==> src/hdl/rasp_pkg.sv <==
// Shared types and constants for the range value store.
// Used by rasp_modstep and range_assign_kth_powsum_store; no dependencies.
package rasp_pkg;

   localparam int TypeWidth    = 2;
   localparam int PosWidth     = 10;
   localparam int OperandWidth = 48;
   localparam int ModWidth     = 32;
   localparam int AnswerWidth  = 48;

   typedef enum logic [1:0] {
      REQ_ADD    = 2'd0,
      REQ_ASSIGN = 2'd1,
      REQ_KTH    = 2'd2,
      REQ_POWSUM = 2'd3
   } req_kind_type;

   typedef enum logic [3:0] {
      ST_CLEAR,
      ST_IDLE,
      ST_ISSUE,
      ST_USE,
      ST_REDUCE,
      ST_PSTEP,
      ST_MUL,
      ST_ACCUM,
      ST_KBIT,
      ST_DONE
   } state_type;

endpackage

==> src/hdl/rasp_modstep.sv <==
// Shared modular step: (2*r + addend) mod m, with r and addend below m.
// Serves base reduction and shift-add modular multiply. Uses rasp_pkg.
module rasp_modstep (
   input  logic [rasp_pkg::ModWidth-1:0] r,
   input  logic [rasp_pkg::ModWidth-1:0] addend,
   input  logic [rasp_pkg::ModWidth-1:0] m,
   output logic [rasp_pkg::ModWidth-1:0] result
);

   localparam int W = rasp_pkg::ModWidth;

   logic [W:0] dbl;
   logic [W:0] dbl_red;
   logic [W:0] sum;
   logic [W:0] m_ext;

   always_comb begin
      m_ext   = {1'b0, m};
      dbl     = {r, 1'b0};
      dbl_red = (dbl >= m_ext) ? dbl - m_ext : dbl;
      sum     = dbl_red + {1'b0, addend};
      if (sum >= m_ext) begin
         sum = sum - m_ext;
      end
      result = sum[W-1:0];
   end

endmodule

==> config.mk <==
export PLATFORM = sky130hd
export DESIGN_NAME = rasp_modstep
export DESIGN_NICKNAME = d
export VERILOG_FILES = /design/src/hdl/rasp_pkg.sv /design/src/hdl/rasp_modstep.sv
export SDC_FILE = /design/constraint.sdc
export NUM_CORES = 1
export LEC_CHECK = 0
export BUFFER_PORTS_ARGS = -buffer_cell sky130_fd_sc_hd__buf_4
export CORE_MARGIN = 2
export CORE_UTILIZATION = 63
export DETAILED_ROUTE_END_ITERATION = 10
export PLACE_DENSITY_LB_ADDON = 0.05
export SYNTH_ARGS = -nofsm -noshare
export SYNTH_HDL_FRONTEND = slang
export SYNTH_SLANG_ARGS = --single-unit
export TNS_END_PERCENT = 50
==> constraint.sdc <==
create_clock -name vclk -period 27.7
set_input_delay 4.155 -clock vclk [all_inputs]
set_output_delay 4.155 -clock vclk [all_outputs]
set_load 0.02 [all_outputs]
==> impl_table.tex <==
\begin{tabular}{lr}
\hline
Metric & Value \\
\hline
\multicolumn{2}{l}{\textbf{Min path}} \\
\quad Type of the worst min-delay path & primary input to output port \\
\quad Cell depth of the worst hold path & 4 \\
\quad Start point of the worst hold path & m[0] \\
\quad Worst hold endpoint & result[0] \\
\multicolumn{2}{l}{\textbf{Synthesis}} \\
\quad Synthesized net count & slightly above 1000 \\
\quad Syn\_area\_per\_cell & between 7 and 8 sq um \\
\quad Share of synthesized area occupied by flip-flops and latches & 0 \\
\quad Total number of yosys warnings & 0 \\
\quad Count of unique library cells instantiated by Yosys & between 60 and 70 \\
\quad Gate count after technology mapping & between 800 and 900 \\
\quad Synthesized area & between 5000 and 6000 sq um \\
\multicolumn{2}{l}{\textbf{Power}} \\
\quad Worst vdd ir & between 0.1 and 0.15 mV \\
\quad Power density of the placed cells & about 100 nW/um\^{}2 \\
\quad Total net switching power & 0.000374 W \\
\quad Cell internal pwr & 0.000332 W \\
\quad Switching part of the total & 0.529 \\
\quad Clock power frac & 0 \\
\quad Part of the total power dissipated in sequential elements & 0 \\
\quad Leakage & 3.42 nW \\
\quad Logic gate share of total power & 1.000 \\
\multicolumn{2}{l}{\textbf{Floorplan}} \\
\quad Core outline area & about 8800 sq um \\
\quad Die area & between 9000 and 10000 sq um \\
\quad Number of standard-cell rows in the floorplan & 34 \\
\quad Initial standard-cell utilization of the core & 0.657 \\
\quad Width of the die & 99.8 microns \\
\quad Top-level I/O count & about 130 \\
\quad Vertical die dimension & roughly 100 microns \\
\multicolumn{2}{l}{\textbf{Placed design}} \\
\quad HPWL reported at the end of detailed placement & approximately 15 mm \\
\quad Weighted congestion reported at the end of routability-driven placement & roughly 1 \\
\quad Count of input and output buffers & about 130 \\
\multicolumn{2}{l}{\textbf{STA}} \\
\quad Setup repair after global routing missed its margin & false \\
\quad Final number of setup-violating endpoints & 0 \\
\quad Minimum hold slack & $\sim$9 ns \\
\quad Max-Slew Margin vs Limit & 0.522 \\
\quad Final cycle utilization of the critical path & 0.604 \\
\quad Final Hold Vio Count & 0 \\
\quad Crit path time final & 16.72 ns \\
\quad Worst-Margin Slew & 0.711 ns \\
\quad Maximum clock rate & around 0.06 GHz \\
\quad Number of max-slew violations in the final report & 0 \\
\quad Sum of negative setup slack & 0 ns \\
\multicolumn{2}{l}{\textbf{Detailed routing}} \\
\quad Total number of vias & $\sim$6500 \\
\quad DRC violations left & 0 \\
\quad Drt initial violations & between 400 and 500 \\
\quad Wire length per cell after detailed routing & 17.1 microns \\
\quad Top sig layer & met4 \\
\quad Number of search-and-repair iterations in the first detailed-routing pass & 5 \\
\quad Antenna Violating Nets Remaining & 0 \\
\quad Vias per cell & about 6.4 \\
\quad Met1 wire length & a little under 8 mm \\
\quad Total Wirelength & 17.6 mm \\
\quad Met3 WL & roughly 1.4 mm \\
\quad Sum of met2 wire segment lengths after detailed routing & 7.96 mm \\
\multicolumn{2}{l}{\textbf{Critical path}} \\
\quad Element type at the critical path start & primary input \\
\quad Slowest stage delay, CP & approximately 0.63 ns \\
\quad Delay-heaviest family, CP & compound AO/OA/AOI/OAI gates \\
\quad Critical path buffer and inverter count & 4 \\
\quad Critical Path Fanout Max & 32 \\
\quad Required time at the endpoint of the critical path & approximately 24 ns \\
\quad Arrival time of the worst setup path & 12.57 ns \\
\quad Cell with the biggest individual delay on the critical path & sky130\_fd\_sc\_hd\_\_o211a\_4 \\
\quad WS Path Type & primary input to output port \\
\quad Kind of end point of the critical path & output port \\
\multicolumn{2}{l}{\textbf{Global routing}} \\
\quad Global-route usage over all layers & 0.344 \\
\quad Antenna violations before repair & 0 \\
\quad Via count of the first global-routing pass & roughly 6100 \\
\quad Global-route wire length before repair & $\sim$29 mm \\
\quad Total congestion overflow after global routing & 0 \\
\quad Largest net degree at the start of global routing & 33 \\
\multicolumn{2}{l}{\textbf{Finish}} \\
\quad Post-layout net count & 1117 \\
\quad Share of cells above drive strength 1 & 0.191 \\
\quad Most frequent cells in the layout & 130 x sky130\_fd\_sc\_hd\_\_buf\_4, 96 x sky130\_fd\_sc\_hd\_\_ha\_1, 92 x sky130\_fd\_sc\_hd\_\_a21oi\_1, 73 x sky130\_fd\_sc\_hd\_\_nand2\_1, 63 x sky130\_fd\_sc\_hd\_\_nor2\_1 \\
\quad Antenna cell count & 0 \\
\quad Area used by sequential logic in the layout & 0 sq um \\
\quad Area Growth Syn to Fin & 16.9\% \\
\quad Seq Cell Count & 0 \\
\quad Clock Buffer Count & 0 \\
\quad Most frequent standard cell in the layout excluding fill and tap cells & sky130\_fd\_sc\_hd\_\_buf\_4 \\
\multicolumn{2}{l}{\textbf{Job}} \\
\quad Number of max-capacitance violations reported & 0 \\
\multicolumn{2}{l}{\textbf{Status}} \\
\quad Outcome & complete, no violations \\
\multicolumn{2}{l}{\textbf{Clock tree}} \\
\quad Hold buffers post-CTS & 0 \\
\quad Buffer count from post-CTS setup fixing & 0 \\
\quad Post-cts repair resize count & 0 \\
\hline
\end{tabular}
==> cell type report <==
class	instances	area, sq um
Inverter	60	225
Fill cell	734	2040
Tap cell	108	135
Timing Repair Buffer	130	976
Multi-Input combinational cell	730	5430
==> worst max-delay path by stage <==
stage | to | slack (ns) | startpoint | cells past startpoint
2_1_floorplan | result[0] | 12.56 | m[3] | 36
3_3_place_gp | result[31] | 11.58 | m[3] | 34
3_5_place_dp | result[31] | 11.15 | m[3] | 34
4_1_cts | result[31] | 11.12 | m[3] | 34
5_1_grt | result[31] | 10.45 | m[3] | 34
6_report | result[31] | 10.98 | m[3] | 34
==> cells in the mapped netlist (3+ instances only) <==
cell	number	area share
sky130_fd_sc_hd__a211oi_1	6	0.0078
sky130_fd_sc_hd__a21boi_0	5	0.0065
sky130_fd_sc_hd__a21o_1	42	0.054
sky130_fd_sc_hd__a21oi_1	92	0.080
sky130_fd_sc_hd__a221oi_1	4	0.0061
sky130_fd_sc_hd__a31o_2	3	0.0045
sky130_fd_sc_hd__a31oi_1	5	0.0054
sky130_fd_sc_hd__and2_1	3	0.0032
sky130_fd_sc_hd__and3_1	6	0.0065
sky130_fd_sc_hd__and4_1	8	0.012
sky130_fd_sc_hd__buf_12	3	0.010
sky130_fd_sc_hd__clkbuf_1	18	0.012
sky130_fd_sc_hd__fa_1	3	0.010
sky130_fd_sc_hd__ha_1	96	0.21
sky130_fd_sc_hd__inv_1	60	0.039
sky130_fd_sc_hd__mux2_4	28	0.073
sky130_fd_sc_hd__mux2i_1	3	0.0052
sky130_fd_sc_hd__nand2_1	73	0.047
sky130_fd_sc_hd__nand2b_1	14	0.015
sky130_fd_sc_hd__nand3_1	19	0.016
sky130_fd_sc_hd__nand4_1	10	0.011
sky130_fd_sc_hd__nor2_1	63	0.041
sky130_fd_sc_hd__nor2b_1	8	0.0086
sky130_fd_sc_hd__nor3_1	14	0.012
sky130_fd_sc_hd__o211ai_1	6	0.0078
sky130_fd_sc_hd__o21a_1	17	0.022
sky130_fd_sc_hd__o21ai_0	50	0.043
sky130_fd_sc_hd__o21bai_1	16	0.021
sky130_fd_sc_hd__o31a_1	4	0.0061
sky130_fd_sc_hd__o31ai_1	6	0.0078
sky130_fd_sc_hd__or3_1	5	0.0054
sky130_fd_sc_hd__xnor2_1	50	0.076
sky130_fd_sc_hd__xor2_1	33	0.050
==> power groups by stage <==
stage | Combinational [W] | Clock (W) | Sequential (W)
detailed placement | 0.000694 | 0 | 0
global route | 0.000759 | 0 | 0
global placement | 0.000676 | 0 | 0
CTS | 0.000697 | 0 | 0
finish | 0.000706 | 0 | 0
floorplan | 0.000517 | 0 | 0
==> metal layers <==
layer | track usage | vias to the layer above
li1 | - | 3188
met4 | 0.109 | 0
met2 | 0.584 | 343
met1 | 0.469 | 2948
met5 | 0 | -
met3 | 0.0202 | 53
==> cell families (layout without fill, tap and decap cells) <==
family                     count (synthesis)  in the layout  synth area share
and+or+nand+nor                          235            235             0.195
xor gates and xnor gates                  83             83             0.126
buffers and inverters                     82            190            0.0616
AOI/OAI and AO/OA                        280            280             0.318
adders and majority gates                 99             99             0.218
muxes                                     33             33            0.0817
==> stage by stage <==
step / setup WS, ns / utilization / cell area [sq um] / instances / total power (W)
final: 10.98 / 0.768 / 6770 / 1028 / 0.000706
after global routing: 10.45 / 0.768 / 6770 / 1028 / 0.000759
after CTS: 11.12 / 0.768 / 6770 / 1028 / 0.000697
after detailed placement: 11.15 / 0.768 / 6770 / 1028 / 0.000694
after global placement: 11.58 / 0.768 / 6770 / 1028 / 0.000676
after floorplan: 12.56 / - / 5790 / 812 / 0.000517
Power figures use the tool's default switching activity.
